File: src/rtl/svpr_pkg.sv
// Shared types and constants for the servo PWM ramp generator.
// Queue entry, divider request/response, back-end state and CSR codes.
// No dependencies.
package svpr_pkg;

   localparam int DUTY_W     = 16;
   localparam int PERIOD_W   = 16;
   localparam int RATE_W     = 8;
   localparam int DUR_W      = 10;
   localparam int CHAN_W     = 2;
   localparam int STEP_W     = 21;
   localparam int MAG_W      = 20;              // |goal - live| * 10
   localparam int DIVS_W     = DUR_W + RATE_W;  // duration * rate
   localparam int STEP_SCALE = 10;
   localparam int MAX_CHANNELS = 8;
   localparam int QUEUE_DEPTH  = 2;
   localparam int CSR_ADDR_W   = 3;
   localparam int CSR_DATA_W   = 32;

   localparam logic [PERIOD_W-1:0] PERIOD_RESET = 16'd39430;
   localparam logic [RATE_W-1:0]   RATE_RESET   = 8'd45;

   // register index, taken from paddr[2]
   localparam logic CSR_FRAME_PERIOD = 1'b0;
   localparam logic CSR_RAMP_RATE    = 1'b1;

   typedef logic [DUTY_W-1:0] duty_type;

   localparam duty_type NEUTRAL_DUTY [MAX_CHANNELS] = '{
      16'd3000, 16'd2839, 16'd2874, 16'd0, 16'd0, 16'd0, 16'd0, 16'd0
   };

   typedef enum logic [1:0] {
      OP_TICK = 2'd0,
      OP_RAMP = 2'd1,
      OP_NOP  = 2'd2
   } op_type;

   typedef struct packed {
      op_type              op;
      logic                ch_ok;
      logic [CHAN_W-1:0]   channel;
      duty_type            target;
      logic [DUR_W-1:0]    duration;
   } entry_type;

   typedef struct packed {
      logic                start;
      logic [MAG_W-1:0]    dividend;
      logic [DIVS_W-1:0]   divisor;
   } div_req_type;

   typedef struct packed {
      logic                done;
      logic [MAG_W-1:0]    quotient;
   } div_rsp_type;

   typedef enum logic [1:0] {
      BK_IDLE = 2'd0,
      BK_PREP = 2'd1,
      BK_DIV  = 2'd2,
      BK_DONE = 2'd3
   } back_state_type;

endpackage

File: src/rtl/svpr_front.sv
// Request front end: classifies each request and pushes it into the queue.
// Depends on svpr_pkg.
module svpr_front import svpr_pkg::*; #(
   parameter int CHANNELS = 3
) (
   input  logic                req_valid,
   output logic                req_ready,
   input  logic                req_command,
   input  logic [CHAN_W-1:0]   req_channel,
   input  duty_type            req_target_duty,
   input  logic [DUR_W-1:0]    req_ramp_duration,
   input  logic                q_full,
   output logic                q_push,
   output entry_type           q_entry
);

   logic ch_ok;

   assign ch_ok     = 4'(req_channel) < 4'(CHANNELS);
   assign req_ready = !q_full;
   assign q_push    = req_valid && !q_full;

   always_comb begin
      q_entry.ch_ok   = ch_ok;
      q_entry.channel = req_channel;
      q_entry.target  = req_target_duty;
      // zero duration counts as one unit
      q_entry.duration = (req_ramp_duration == '0) ? DUR_W'(1) : req_ramp_duration;
      if (!req_command) begin
         q_entry.op = OP_TICK;
      end else if (ch_ok) begin
         q_entry.op = OP_RAMP;
      end else begin
         q_entry.op = OP_NOP;
      end
   end

endmodule

File: src/rtl/svpr_queue.sv
// Short FIFO between front end and back end.
// Depends on svpr_pkg.
module svpr_queue import svpr_pkg::*; (
   input  logic      clock,
   input  logic      reset,
   input  logic      push,
   input  entry_type push_entry,
   input  logic      pop,
   output entry_type head,
   output logic      full,
   output logic      empty
);

   localparam int PTR_W = (QUEUE_DEPTH > 1) ? $clog2(QUEUE_DEPTH) : 1;
   localparam int CNT_W = $clog2(QUEUE_DEPTH + 1);

   entry_type        slot_ff [QUEUE_DEPTH];
   logic [PTR_W-1:0] wr_ptr_ff, wr_ptr_in;
   logic [PTR_W-1:0] rd_ptr_ff, rd_ptr_in;
   logic [CNT_W-1:0] count_ff, count_in;

   function automatic logic [PTR_W-1:0] next_ptr(input logic [PTR_W-1:0] p);
      return (p == PTR_W'(QUEUE_DEPTH - 1)) ? '0 : p + PTR_W'(1);
   endfunction

   assign full  = count_ff == CNT_W'(QUEUE_DEPTH);
   assign empty = count_ff == '0;
   assign head  = slot_ff[rd_ptr_ff];

   always_comb begin
      wr_ptr_in = push ? next_ptr(wr_ptr_ff) : wr_ptr_ff;
      rd_ptr_in = pop ? next_ptr(rd_ptr_ff) : rd_ptr_ff;
      count_in  = count_ff;
      if (push && !pop) begin
         count_in = count_ff + CNT_W'(1);
      end else if (pop && !push) begin
         count_in = count_ff - CNT_W'(1);
      end
   end

   always_ff @(posedge clock) begin
      if (reset) begin
         wr_ptr_ff <= '0;
         rd_ptr_ff <= '0;
         count_ff  <= '0;
      end else begin
         wr_ptr_ff <= wr_ptr_in;
         rd_ptr_ff <= rd_ptr_in;
         count_ff  <= count_in;
      end
   end

   always_ff @(posedge clock) begin
      if (push) begin
         slot_ff[wr_ptr_ff] <= push_entry;
      end
   end

`ifndef SYNTHESIS
   a_no_overflow: assert property (@(posedge clock) disable iff (reset) push |-> !full)
      else $error("queue push while full");
   a_no_underflow: assert property (@(posedge clock) disable iff (reset) pop |-> !empty)
      else $error("queue pop while empty");
   a_count_track: assert property (@(posedge clock) disable iff (reset)
         (pop && !push) |=> count_ff == $past(count_ff) - CNT_W'(1))
      else $error("queue count out of step with pops");
`endif

endmodule

File: src/rtl/svpr_div.sv
// Restoring divider, one quotient bit per cycle, for the ramp step.
// Depends on svpr_pkg.
module svpr_div import svpr_pkg::*; (
   input  logic        clock,
   input  logic        reset,
   input  div_req_type div_req,
   output div_rsp_type div_rsp
);

   localparam int REM_W  = DIVS_W + 1;
   localparam int ITER_W = $clog2(MAG_W + 1);

   logic              busy_ff, busy_in;
   logic              done_ff, done_in;
   logic [ITER_W-1:0] iter_ff, iter_in;
   logic [MAG_W-1:0]  quo_ff, quo_in;
   logic [REM_W-1:0]  rem_ff, rem_in;
   logic [DIVS_W-1:0] dsr_ff, dsr_in;
   logic [REM_W-1:0]  shifted;
   logic [REM_W-1:0]  trial;
   logic              ge;

   assign shifted = {rem_ff[REM_W-2:0], quo_ff[MAG_W-1]};
   assign ge      = shifted >= {1'b0, dsr_ff};
   assign trial   = shifted - {1'b0, dsr_ff};

   always_comb begin
      busy_in = busy_ff;
      done_in = 1'b0;
      iter_in = iter_ff;
      quo_in  = quo_ff;
      rem_in  = rem_ff;
      dsr_in  = dsr_ff;
      if (div_req.start) begin
         busy_in = 1'b1;
         iter_in = ITER_W'(MAG_W);
         quo_in  = div_req.dividend;
         rem_in  = '0;
         dsr_in  = div_req.divisor;
      end else if (busy_ff) begin
         quo_in  = {quo_ff[MAG_W-2:0], ge};
         rem_in  = ge ? trial : shifted;
         iter_in = iter_ff - ITER_W'(1);
         if (iter_ff == ITER_W'(1)) begin
            busy_in = 1'b0;
            done_in = 1'b1;
         end
      end
   end

   always_ff @(posedge clock) begin
      if (reset) begin
         busy_ff <= 1'b0;
         done_ff <= 1'b0;
      end else begin
         busy_ff <= busy_in;
         done_ff <= done_in;
      end
   end

   always_ff @(posedge clock) begin
      iter_ff <= iter_in;
      quo_ff  <= quo_in;
      rem_ff  <= rem_in;
      dsr_ff  <= dsr_in;
   end

   assign div_rsp.done     = done_ff;
   assign div_rsp.quotient = quo_ff;

endmodule

File: src/rtl/svpr_back.sv
// Back end: executes ticks and ramp commands on the channel state and
// holds the response register. Depends on svpr_pkg; drives svpr_div.
module svpr_back import svpr_pkg::*; #(
   parameter int CHANNELS   = 3,
   parameter int COUNT_BITS = 16
) (
   input  logic                clock,
   input  logic                reset,
   input  entry_type           q_head,
   input  logic                q_empty,
   output logic                q_pop,
   input  logic [PERIOD_W-1:0] frame_period,
   input  logic [RATE_W-1:0]   ramp_rate,
   output div_req_type         div_req,
   input  div_rsp_type         div_rsp,
   output logic                rsp_valid,
   input  logic                rsp_ready,
   output logic                rsp_level_pan,
   output logic                rsp_level_steer,
   output logic                rsp_level_motor,
   output duty_type            rsp_current_duty
);

   localparam int PIN_N = (CHANNELS > 3) ? CHANNELS : 3;
   localparam int CMP_W = ((COUNT_BITS > PERIOD_W) ? COUNT_BITS : PERIOD_W) + 1;

   back_state_type state_ff, state_in;

   logic [COUNT_BITS-1:0]   count_ff [CHANNELS];
   logic [COUNT_BITS-1:0]   count_in [CHANNELS];
   duty_type                live_ff  [CHANNELS];
   duty_type                live_in  [CHANNELS];
   duty_type                frame_ff [CHANNELS];
   duty_type                frame_in [CHANNELS];
   duty_type                goal_ff  [CHANNELS];
   duty_type                goal_in  [CHANNELS];
   logic signed [STEP_W-1:0] step_ff [CHANNELS];
   logic signed [STEP_W-1:0] step_in [CHANNELS];
   logic [PIN_N-1:0]        pin_ff, pin_in;

   logic [CHAN_W-1:0] ramp_ch_ff, ramp_ch_in;
   duty_type          ramp_tgt_ff, ramp_tgt_in;
   logic [DUR_W-1:0]  ramp_dur_ff, ramp_dur_in;
   logic              neg_ff, neg_in;

   logic     rsp_valid_ff, rsp_valid_in;
   logic     rsp_pan_ff, rsp_pan_in;
   logic     rsp_steer_ff, rsp_steer_in;
   logic     rsp_motor_ff, rsp_motor_in;
   duty_type rsp_duty_ff, rsp_duty_in;

   logic out_free;
   logic tick_go, nop_go, ramp_go, div_go, commit;

   duty_type            ramp_live;
   logic [DUTY_W:0]     diff;
   logic [DUTY_W:0]     diff_abs;
   logic [RATE_W-1:0]   rate_eff;
   logic [STEP_W-1:0]   q_ext;
   logic signed [STEP_W-1:0] step_new;
   logic [CHAN_W-1:0]   sel_ch;
   logic                sel_ok;
   duty_type            sel_duty;

   function automatic duty_type slew(input duty_type cur, input duty_type goal,
                                     input logic signed [STEP_W-1:0] st);
      logic signed [STEP_W+1:0] nv;
      logic signed [STEP_W+1:0] gw;
      logic                     up;
      logic                     down;
      nv   = $signed({{(STEP_W+2-DUTY_W){1'b0}}, cur}) + $signed({{2{st[STEP_W-1]}}, st});
      gw   = $signed({{(STEP_W+2-DUTY_W){1'b0}}, goal});
      up   = !st[STEP_W-1] && (st != '0);
      down = st[STEP_W-1];
      if ((up && nv >= gw) || (down && nv <= gw)) begin
         nv = gw;
      end
      return nv[DUTY_W-1:0];
   endfunction

   assign out_free = !rsp_valid_ff || rsp_ready;

   // next state
   always_comb begin
      state_in = state_ff;
      unique case (state_ff)
         BK_IDLE: begin
            if (!q_empty && out_free && q_head.op == OP_RAMP) begin
               state_in = BK_PREP;
            end
         end
         BK_PREP: state_in = BK_DIV;
         BK_DIV: begin
            if (div_rsp.done) begin
               state_in = BK_DONE;
            end
         end
         BK_DONE: begin
            if (out_free) begin
               state_in = BK_IDLE;
            end
         end
      endcase
   end

   // state outputs
   always_comb begin
      q_pop   = 1'b0;
      tick_go = 1'b0;
      nop_go  = 1'b0;
      ramp_go = 1'b0;
      div_go  = 1'b0;
      commit  = 1'b0;
      unique case (state_ff)
         BK_IDLE: begin
            q_pop = !q_empty && out_free;
            unique case (q_head.op)
               OP_TICK: tick_go = q_pop;
               OP_RAMP: ramp_go = q_pop;
               default: nop_go  = q_pop;
            endcase
         end
         BK_PREP: div_go = 1'b1;
         BK_DIV:  ;
         BK_DONE: commit = out_free;
      endcase
   end

   // ramp setup: difference magnitude scaled by ten, sign kept apart; divisor duration * rate
   always_comb begin
      ramp_live = '0;
      for (int c = 0; c < CHANNELS; c++) begin
         if (4'(ramp_ch_ff) == 4'(c)) begin
            ramp_live = live_ff[c];
         end
      end
   end

   assign diff     = {1'b0, ramp_tgt_ff} - {1'b0, ramp_live};
   assign diff_abs = diff[DUTY_W] ? (~diff + (DUTY_W+1)'(1)) : diff;
   assign rate_eff = (ramp_rate == '0) ? RATE_W'(1) : ramp_rate;

   always_comb begin
      div_req.start    = div_go;
      div_req.dividend = MAG_W'(diff_abs[DUTY_W-1:0]) * MAG_W'(STEP_SCALE);
      div_req.divisor  = DIVS_W'(ramp_dur_ff) * DIVS_W'(rate_eff);
   end

   assign q_ext    = {1'b0, div_rsp.quotient};
   assign step_new = neg_ff ? (~q_ext + STEP_W'(1)) : q_ext;

   always_comb begin
      ramp_ch_in  = ramp_go ? q_head.channel  : ramp_ch_ff;
      ramp_tgt_in = ramp_go ? q_head.target   : ramp_tgt_ff;
      ramp_dur_in = ramp_go ? q_head.duration : ramp_dur_ff;
      neg_in      = div_go ? diff[DUTY_W] : neg_ff;
   end

   // channel state update: frame advance on a tick, goal and step on commit
   always_comb begin
      logic [CMP_W-1:0] cnt_wide;
      cnt_wide = '0;
      pin_in   = pin_ff;
      for (int c = 0; c < CHANNELS; c++) begin
         count_in[c] = count_ff[c];
         live_in[c]  = live_ff[c];
         frame_in[c] = frame_ff[c];
         goal_in[c]  = goal_ff[c];
         step_in[c]  = step_ff[c];
         if (tick_go) begin
            cnt_wide = CMP_W'(count_ff[c]);
            if (count_ff[c] == '0) begin
               frame_in[c] = live_ff[c];
               live_in[c]  = slew(live_ff[c], goal_ff[c], step_ff[c]);
            end
            pin_in[c] = cnt_wide < CMP_W'(frame_in[c]);
            if (cnt_wide + CMP_W'(1) >= CMP_W'(frame_period)) begin
               count_in[c] = '0;
            end else begin
               count_in[c] = count_ff[c] + COUNT_BITS'(1);
            end
         end
         if (commit && 4'(ramp_ch_ff) == 4'(c)) begin
            goal_in[c] = ramp_tgt_ff;
            step_in[c] = step_new;
         end
      end
   end

   // response register
   assign sel_ch = (state_ff == BK_DONE) ? ramp_ch_ff : q_head.channel;
   assign sel_ok = (state_ff == BK_DONE) ? 1'b1 : q_head.ch_ok;

   always_comb begin
      sel_duty = '0;
      for (int c = 0; c < CHANNELS; c++) begin
         if (4'(sel_ch) == 4'(c)) begin
            sel_duty = live_in[c];
         end
      end
   end

   always_comb begin
      rsp_valid_in = rsp_valid_ff;
      rsp_pan_in   = rsp_pan_ff;
      rsp_steer_in = rsp_steer_ff;
      rsp_motor_in = rsp_motor_ff;
      rsp_duty_in  = rsp_duty_ff;
      if (tick_go || nop_go || commit) begin
         rsp_valid_in = 1'b1;
         rsp_pan_in   = pin_in[0];
         rsp_steer_in = pin_in[1];
         rsp_motor_in = pin_in[2];
         rsp_duty_in  = sel_ok ? sel_duty : '0;
      end else if (rsp_ready) begin
         rsp_valid_in = 1'b0;
      end
   end

   always_ff @(posedge clock) begin
      if (reset) begin
         state_ff     <= BK_IDLE;
         rsp_valid_ff <= 1'b0;
         pin_ff       <= '0;
         for (int c = 0; c < CHANNELS; c++) begin
            count_ff[c] <= '0;
            live_ff[c]  <= NEUTRAL_DUTY[c];
            frame_ff[c] <= NEUTRAL_DUTY[c];
            goal_ff[c]  <= '0;
            step_ff[c]  <= '0;
         end
      end else begin
         state_ff     <= state_in;
         rsp_valid_ff <= rsp_valid_in;
         pin_ff       <= pin_in;
         for (int c = 0; c < CHANNELS; c++) begin
            count_ff[c] <= count_in[c];
            live_ff[c]  <= live_in[c];
            frame_ff[c] <= frame_in[c];
            goal_ff[c]  <= goal_in[c];
            step_ff[c]  <= step_in[c];
         end
      end
   end

   always_ff @(posedge clock) begin
      ramp_ch_ff   <= ramp_ch_in;
      ramp_tgt_ff  <= ramp_tgt_in;
      ramp_dur_ff  <= ramp_dur_in;
      neg_ff       <= neg_in;
      rsp_pan_ff   <= rsp_pan_in;
      rsp_steer_ff <= rsp_steer_in;
      rsp_motor_ff <= rsp_motor_in;
      rsp_duty_ff  <= rsp_duty_in;
   end

   assign rsp_valid        = rsp_valid_ff;
   assign rsp_level_pan    = rsp_pan_ff;
   assign rsp_level_steer  = rsp_steer_ff;
   assign rsp_level_motor  = rsp_motor_ff;
   assign rsp_current_duty = rsp_duty_ff;

`ifndef SYNTHESIS
   a_busy_no_pop: assert property (@(posedge clock) disable iff (reset)
         (state_ff != BK_IDLE) |-> !q_pop)
      else $error("queue popped while a ramp is in progress");
   a_done_in_div: assert property (@(posedge clock) disable iff (reset)
         div_rsp.done |-> state_ff == BK_DIV)
      else $error("divider finished outside the divide state");
   a_commit_resp: assert property (@(posedge clock) disable iff (reset)
         commit |=> rsp_valid && rsp_current_duty == $past(live_ff[0]) ||
                    rsp_valid && $past(ramp_ch_ff) != '0)
      else $error("ramp commit did not load the response register");
`endif

endmodule

File: src/rtl/servo_pwm_ramp_generator.sv
// Servo PWM ramp generator, top level: CSR block, front end, queue,
// back end and divider. Depends on svpr_pkg and all svpr_* modules.
//
// Usage: each request on the req_ channel is either a timer tick
// (req_command 0) or a ramp command (req_command 1) for req_channel.
// Every request yields exactly one response on the rsp_ channel with the
// three pin levels after the request and the live duty of the addressed
// channel (0 for a channel that does not exist).
// Flow: a tick or an ignored ramp passes through the queue and the response
// register; ticks sustain one per cycle while rsp_ready stays high. A ramp
// command steps through the back end: a setup state, the bit-serial step
// divider (20 quotient bits, then its done flag) and a commit state; requests
// behind it wait in the two-entry queue.
// Stall: when rsp_ready is low the response register holds; the queue
// keeps accepting until it is full, then req_ready drops.
// Reset: synchronous; duties return to their neutral values, counters,
// goals and steps to zero, frame_period to 39430 and ramp_rate to 45.
// CSRs (APB, pready always high): 0x0 frame_period, 0x4 ramp_rate; write
// only while the block is idle.
module servo_pwm_ramp_generator import svpr_pkg::*; #(
   parameter int CHANNELS   = 3,
   parameter int COUNT_BITS = 16
) (
   input  logic                  clock,
   input  logic                  reset,
   input  logic                  req_valid,
   output logic                  req_ready,
   input  logic                  req_command,
   input  logic [CHAN_W-1:0]     req_channel,
   input  logic [DUTY_W-1:0]     req_target_duty,
   input  logic [DUR_W-1:0]      req_ramp_duration,
   output logic                  rsp_valid,
   input  logic                  rsp_ready,
   output logic                  rsp_level_pan,
   output logic                  rsp_level_steer,
   output logic                  rsp_level_motor,
   output logic [DUTY_W-1:0]     rsp_current_duty,
   input  logic                  psel,
   input  logic                  penable,
   input  logic                  pwrite,
   input  logic [CSR_ADDR_W-1:0] paddr,
   input  logic [CSR_DATA_W-1:0] pwdata,
   output logic [CSR_DATA_W-1:0] prdata,
   output logic                  pready
);

   logic [PERIOD_W-1:0] period_ff, period_in;
   logic [RATE_W-1:0]   rate_ff, rate_in;
   logic                csr_wr;

   entry_type   push_entry;
   entry_type   head;
   logic        q_push, q_pop, q_full, q_empty;
   div_req_type div_req;
   div_rsp_type div_rsp;

   assign pready = 1'b1;
   assign csr_wr = psel && penable && pwrite;

   always_comb begin
      period_in = period_ff;
      rate_in   = rate_ff;
      if (csr_wr) begin
         unique case (paddr[2])
            CSR_FRAME_PERIOD: period_in = pwdata[PERIOD_W-1:0];
            CSR_RAMP_RATE:    rate_in   = pwdata[RATE_W-1:0];
         endcase
      end
   end

   always_comb begin
      unique case (paddr[2])
         CSR_FRAME_PERIOD: prdata = CSR_DATA_W'(period_ff);
         CSR_RAMP_RATE:    prdata = CSR_DATA_W'(rate_ff);
      endcase
   end

   always_ff @(posedge clock) begin
      if (reset) begin
         period_ff <= PERIOD_RESET;
         rate_ff   <= RATE_RESET;
      end else begin
         period_ff <= period_in;
         rate_ff   <= rate_in;
      end
   end

   svpr_front #(
      .CHANNELS (CHANNELS)
   ) u_front (
      .req_valid         (req_valid),
      .req_ready         (req_ready),
      .req_command       (req_command),
      .req_channel       (req_channel),
      .req_target_duty   (req_target_duty),
      .req_ramp_duration (req_ramp_duration),
      .q_full            (q_full),
      .q_push            (q_push),
      .q_entry           (push_entry)
   );

   svpr_queue u_queue (
      .clock      (clock),
      .reset      (reset),
      .push       (q_push),
      .push_entry (push_entry),
      .pop        (q_pop),
      .head       (head),
      .full       (q_full),
      .empty      (q_empty)
   );

   svpr_div u_div (
      .clock   (clock),
      .reset   (reset),
      .div_req (div_req),
      .div_rsp (div_rsp)
   );

   svpr_back #(
      .CHANNELS   (CHANNELS),
      .COUNT_BITS (COUNT_BITS)
   ) u_back (
      .clock            (clock),
      .reset            (reset),
      .q_head           (head),
      .q_empty          (q_empty),
      .q_pop            (q_pop),
      .frame_period     (period_ff),
      .ramp_rate        (rate_ff),
      .div_req          (div_req),
      .div_rsp          (div_rsp),
      .rsp_valid        (rsp_valid),
      .rsp_ready        (rsp_ready),
      .rsp_level_pan    (rsp_level_pan),
      .rsp_level_steer  (rsp_level_steer),
      .rsp_level_motor  (rsp_level_motor),
      .rsp_current_duty (rsp_current_duty)
   );

endmodule

File: config.mk
export PLATFORM = sky130hd
export DESIGN_NAME = servo_pwm_ramp_generator
export DESIGN_NICKNAME = d
export VERILOG_FILES = /design/src/rtl/svpr_pkg.sv /design/src/rtl/svpr_front.sv /design/src/rtl/svpr_queue.sv /design/src/rtl/svpr_div.sv /design/src/rtl/svpr_back.sv /design/src/rtl/servo_pwm_ramp_generator.sv
export SDC_FILE = /design/constraint.sdc
export NUM_CORES = 2
export LEC_CHECK = 0
export ABC_AREA = 1
export BUFFER_PORTS_ARGS = -buffer_cell sky130_fd_sc_hd__buf_2
export CAP_MARGIN = 30
export CORE_MARGIN = 3
export CORE_UTILIZATION = 40
export DETAILED_ROUTE_END_ITERATION = 12
export GPL_TIMING_DRIVEN = 0
export MAX_ROUTING_LAYER = met4
export SLEW_MARGIN = 0
export SYNTH_ARGS = -nofsm -noshare
export SYNTH_HDL_FRONTEND = slang
export SYNTH_SLANG_ARGS = --single-unit
export TNS_END_PERCENT = 50
File: constraint.sdc
create_clock -name clock -period 5 [get_ports clock]
set_clock_uncertainty 0.05 [all_clocks]
set_input_delay 1 -clock clock [delete_from_list [all_inputs] [get_ports clock]]
set_output_delay 1 -clock clock [all_outputs]
set_load 0.02 [all_outputs]
==> qor.yml <==
fin_area_um2: 38300
synth_seq_cells: 463
num_io_pins: 125
power_density_nw_per_um2: 596
max-cap-violations: 0
finalSetupViolCount: 6
yosys_warnings: 0
relSlewSlack_pct: 30.5
seq_power_share_pct: 24.0
yosysSeqAreaShare_pct: 32.9
fp.dieW_um: 292
placed_area_um2: 34700
final_common_cell: "nand2_1"
synth_top_cell_by_area: "dfxtp_1"
hold_viol: 0
crit_path_start_kind: "flip-flop"
crit_fanout: 6
internal-power_mw: 12.4
routabilityCongestion: 0.989
vias: 30900
drive_gt1_share_pct: 11.5
tightest_slew_ns: 1.04
drt_wl_total_um: 110000
min_period_over_period_pct: 104
avgRoutedWirePerCell_um: 18.8
overflow: 0
cpPeakStageDelay_ns: 0.48
worstPathArrival_ns: 5.54
violations: "negative setup slack"
timing.fmax_mhz: 192
cp_slowest_cell: "edfxtp_1"
core_um2: 80700
die_h_um: 292
final.setup.tns_ns: -0.729
p_comb_share_pct: 58.0
clkPwrFrac_pct: 18.0
grt_pass1_wl_um: 165000
die_area_um2: 85200
grt_pass1_vias: 28300
io_buffers: 88
slew_violations: 0
setup_slack_ns: -0.200
drt_iter0_drc: 2679
ir_drop_uv: 732
dp_slack_ns: -1.27
synth.distinct_cells: 64
route.detailed.drc: 0
instances_no_fill: 5887
cts-buffers-inserted: 53
synthTopCellsByArea: "dfxtp_1 19%, edfxtp_1 14%, nand2_1 13%"
synth_ff_type: "dfxtp_1"
cts_tree: "yes"
synth_top_area_share_pct: 19.4
cts.sinks: 463
syn2layout_area_growth_pct: 17.1
antenna_found_initial: 11
synth_edf_count: 147
final_cell_mix: "1094 x nand2_1, 663 x inv_1, 338 x nor2_1"
rsz0062_at_grt: "true"
synthArstFlopShare_pct: 0
clock_path_buffers: 3
syn_area_um2: 32700
syn_area_per_cell_um2: 7.20
syn-instance-count: 4542
hpwl_um: 86500
viasPerCell: 5.24
finalPower_mw: 22.8
p_leak_nw: 18.3
switching_share_pct: 45.7
required_ns: 5.34
clk_latency_ns: 0.64
cts_root_buf: "clkbuf_16"
p_switching_mw: 10.4
cpMostUsedCell: "inv_2"
crit_path_end_kind: "flip-flop"
grt.total_usage_pct: 25.7
outcome: "finished, violations left"
num-fill-cells: 8156
cts.clk_slew.worst_paths_ns: 0.06
crit_type: "reg2reg"
dr.pass1.iters: 6
grt_max_degree: 24
finalNetCount: 5206
ant_nets: 0
hp-class: "reg2reg"
layout_min_cycle_time_ns: 5.20
cts_max_level: 2
dp_cells: 5713
rows: 104
start_util_pct: 40.5
[layer usage]
metal  wire length, µm  GRT usage (%)
met5                 0              -
met4              4750           10.1
met3              8000           4.57
met2             50100           40.2
met1             47600           33.1
[layout make-up]
cell class | instances | area (µm²) | share of cell area (%)
Buffer | 171 | 887 | 2.32
Antenna cell | 3 | 7.51 | 0.0196
Inverter | 679 | 2570 | 6.71
Multi-Input combinational cell | 3240 | 19700 | 51.4
Tap cell | 1060 | 1330 | 3.46
Sequential cell | 463 | 10800 | 28.1
Clock inverter | 30 | 318 | 0.830
Clock buffer | 69 | 1520 | 3.98
Timing Repair Buffer | 172 | 1200 | 3.13
[cells by family after synthesis]
logic type / after synthesis / share of synthesized area (%)
and+or+nand+nor: 1957 / 25.1
buffers and inverters: 854 / 10.3
AOI/OAI and AO/OA: 761 / 12.8
muxes: 10 / 0.306
adders and majority gates: 355 / 14.8
xor gates and xnor gates: 140 / 3.75
other: 2 / 0.0230
DFF: 463 / 32.9
[path summary, 6_finish.rpt]
check                       startpoint  slack [ns]               end  cells past startpoint
setup / recovery  u_back.ramp_ch_ff[0]       -0.20  u_div.quo_ff[17]                     29
hold reg to reg        u_div.rem_ff[7]        0.42   u_div.rem_ff[7]                      2
hold / removal         u_div.rem_ff[7]        0.42   u_div.rem_ff[7]                      2
setup reg to reg  u_back.ramp_ch_ff[0]       -0.20  u_div.quo_ff[17]                     29
[Yosys cell counts (19+ instances only)]
| master | number |
|---|---|
| o21ai_0 | 280 |
| fa_1 | 54 |
| buf_4 | 19 |
| nor3_1 | 44 |
| o211ai_1 | 27 |
| xnor2_1 | 43 |
| nand2_1 | 1120 |
| a211oi_1 | 24 |
| nand3_1 | 275 |
| dfxtp_1 | 316 |
| a21oi_1 | 335 |
| nor4_1 | 28 |
| nand4_1 | 75 |
| nor2_1 | 362 |
| inv_1 | 675 |
| clkbuf_1 | 112 |
| o21bai_1 | 21 |
| xor2_1 | 97 |
| edfxtp_1 | 147 |
| ha_1 | 301 |
[power by group through the flow]
stage                     Clock (mW)  Combinational, mW  Sequential, mW
final                           4.10               13.2            5.47
after detailed placement           0               10.5            5.51
after global routing            4.31               14.5            5.52
after global placement             0               10.3            5.53
after floorplan                    0               7.45            5.32
after CTS                       4.17               11.7            5.44
[through the flow]
step	hold slack [ns]	utilization [%]
4_1_cts	0.421	46.4
3_3_place_gp	0.405	42.8
6_report	0.420	47.5
3_5_place_dp	0.412	43.0
2_1_floorplan	0.386	-
5_1_grt	0.441	47.5
[worst max-delay path: cells and delay by family (launching register included)]
| family | cells | cell delay, ns |
|---|---|---|
| compound gates | 8 | 1.33 |
| xor+xnor | 2 | 0.32 |
| fa+ha+maj | 3 | 0.85 |
| buf+inv | 6 | 0.76 |
| flops | 1 | 0.48 |
| simple gates | 10 | 1.18 |
[repair_timing]
| item | in CTS | in global routing |
|---|---|---|
| resized for setup | 150 | 132 |
| hold buffers | 0 | 0 |
| setup buffers | 41 | 32 |
| cloned | 0 | 1 |
| pin swaps | 40 | 58 |
| hold endpoints to repair | 0 | 0 |
| setup endpoints to repair | 30 | 30 |
[registers in the layout, indices dropped and copies added (netlist names), 2 cells and up, named ones only]
register                 flops
u_back.step_ff              63
u_queue.slot_ff             62
u_back.count_ff             48
u_back.frame_ff             48
u_back.goal_ff              48
u_back.live_ff              48
u_div.quo_ff                20
u_div.dsr_ff                18
u_div.rem_ff                18
period_ff                   16
u_back.ramp_tgt_ff          16
u_back.rsp_current_duty     16
u_back.ramp_dur_ff          10
rate_ff                      8
u_div.iter_ff                5
u_back.pin_ff                3
u_back.ramp_ch_ff            2
u_back.state_ff              2
u_queue.count_ff             2
No activity file was read; power rests on OpenSTA's default activity.
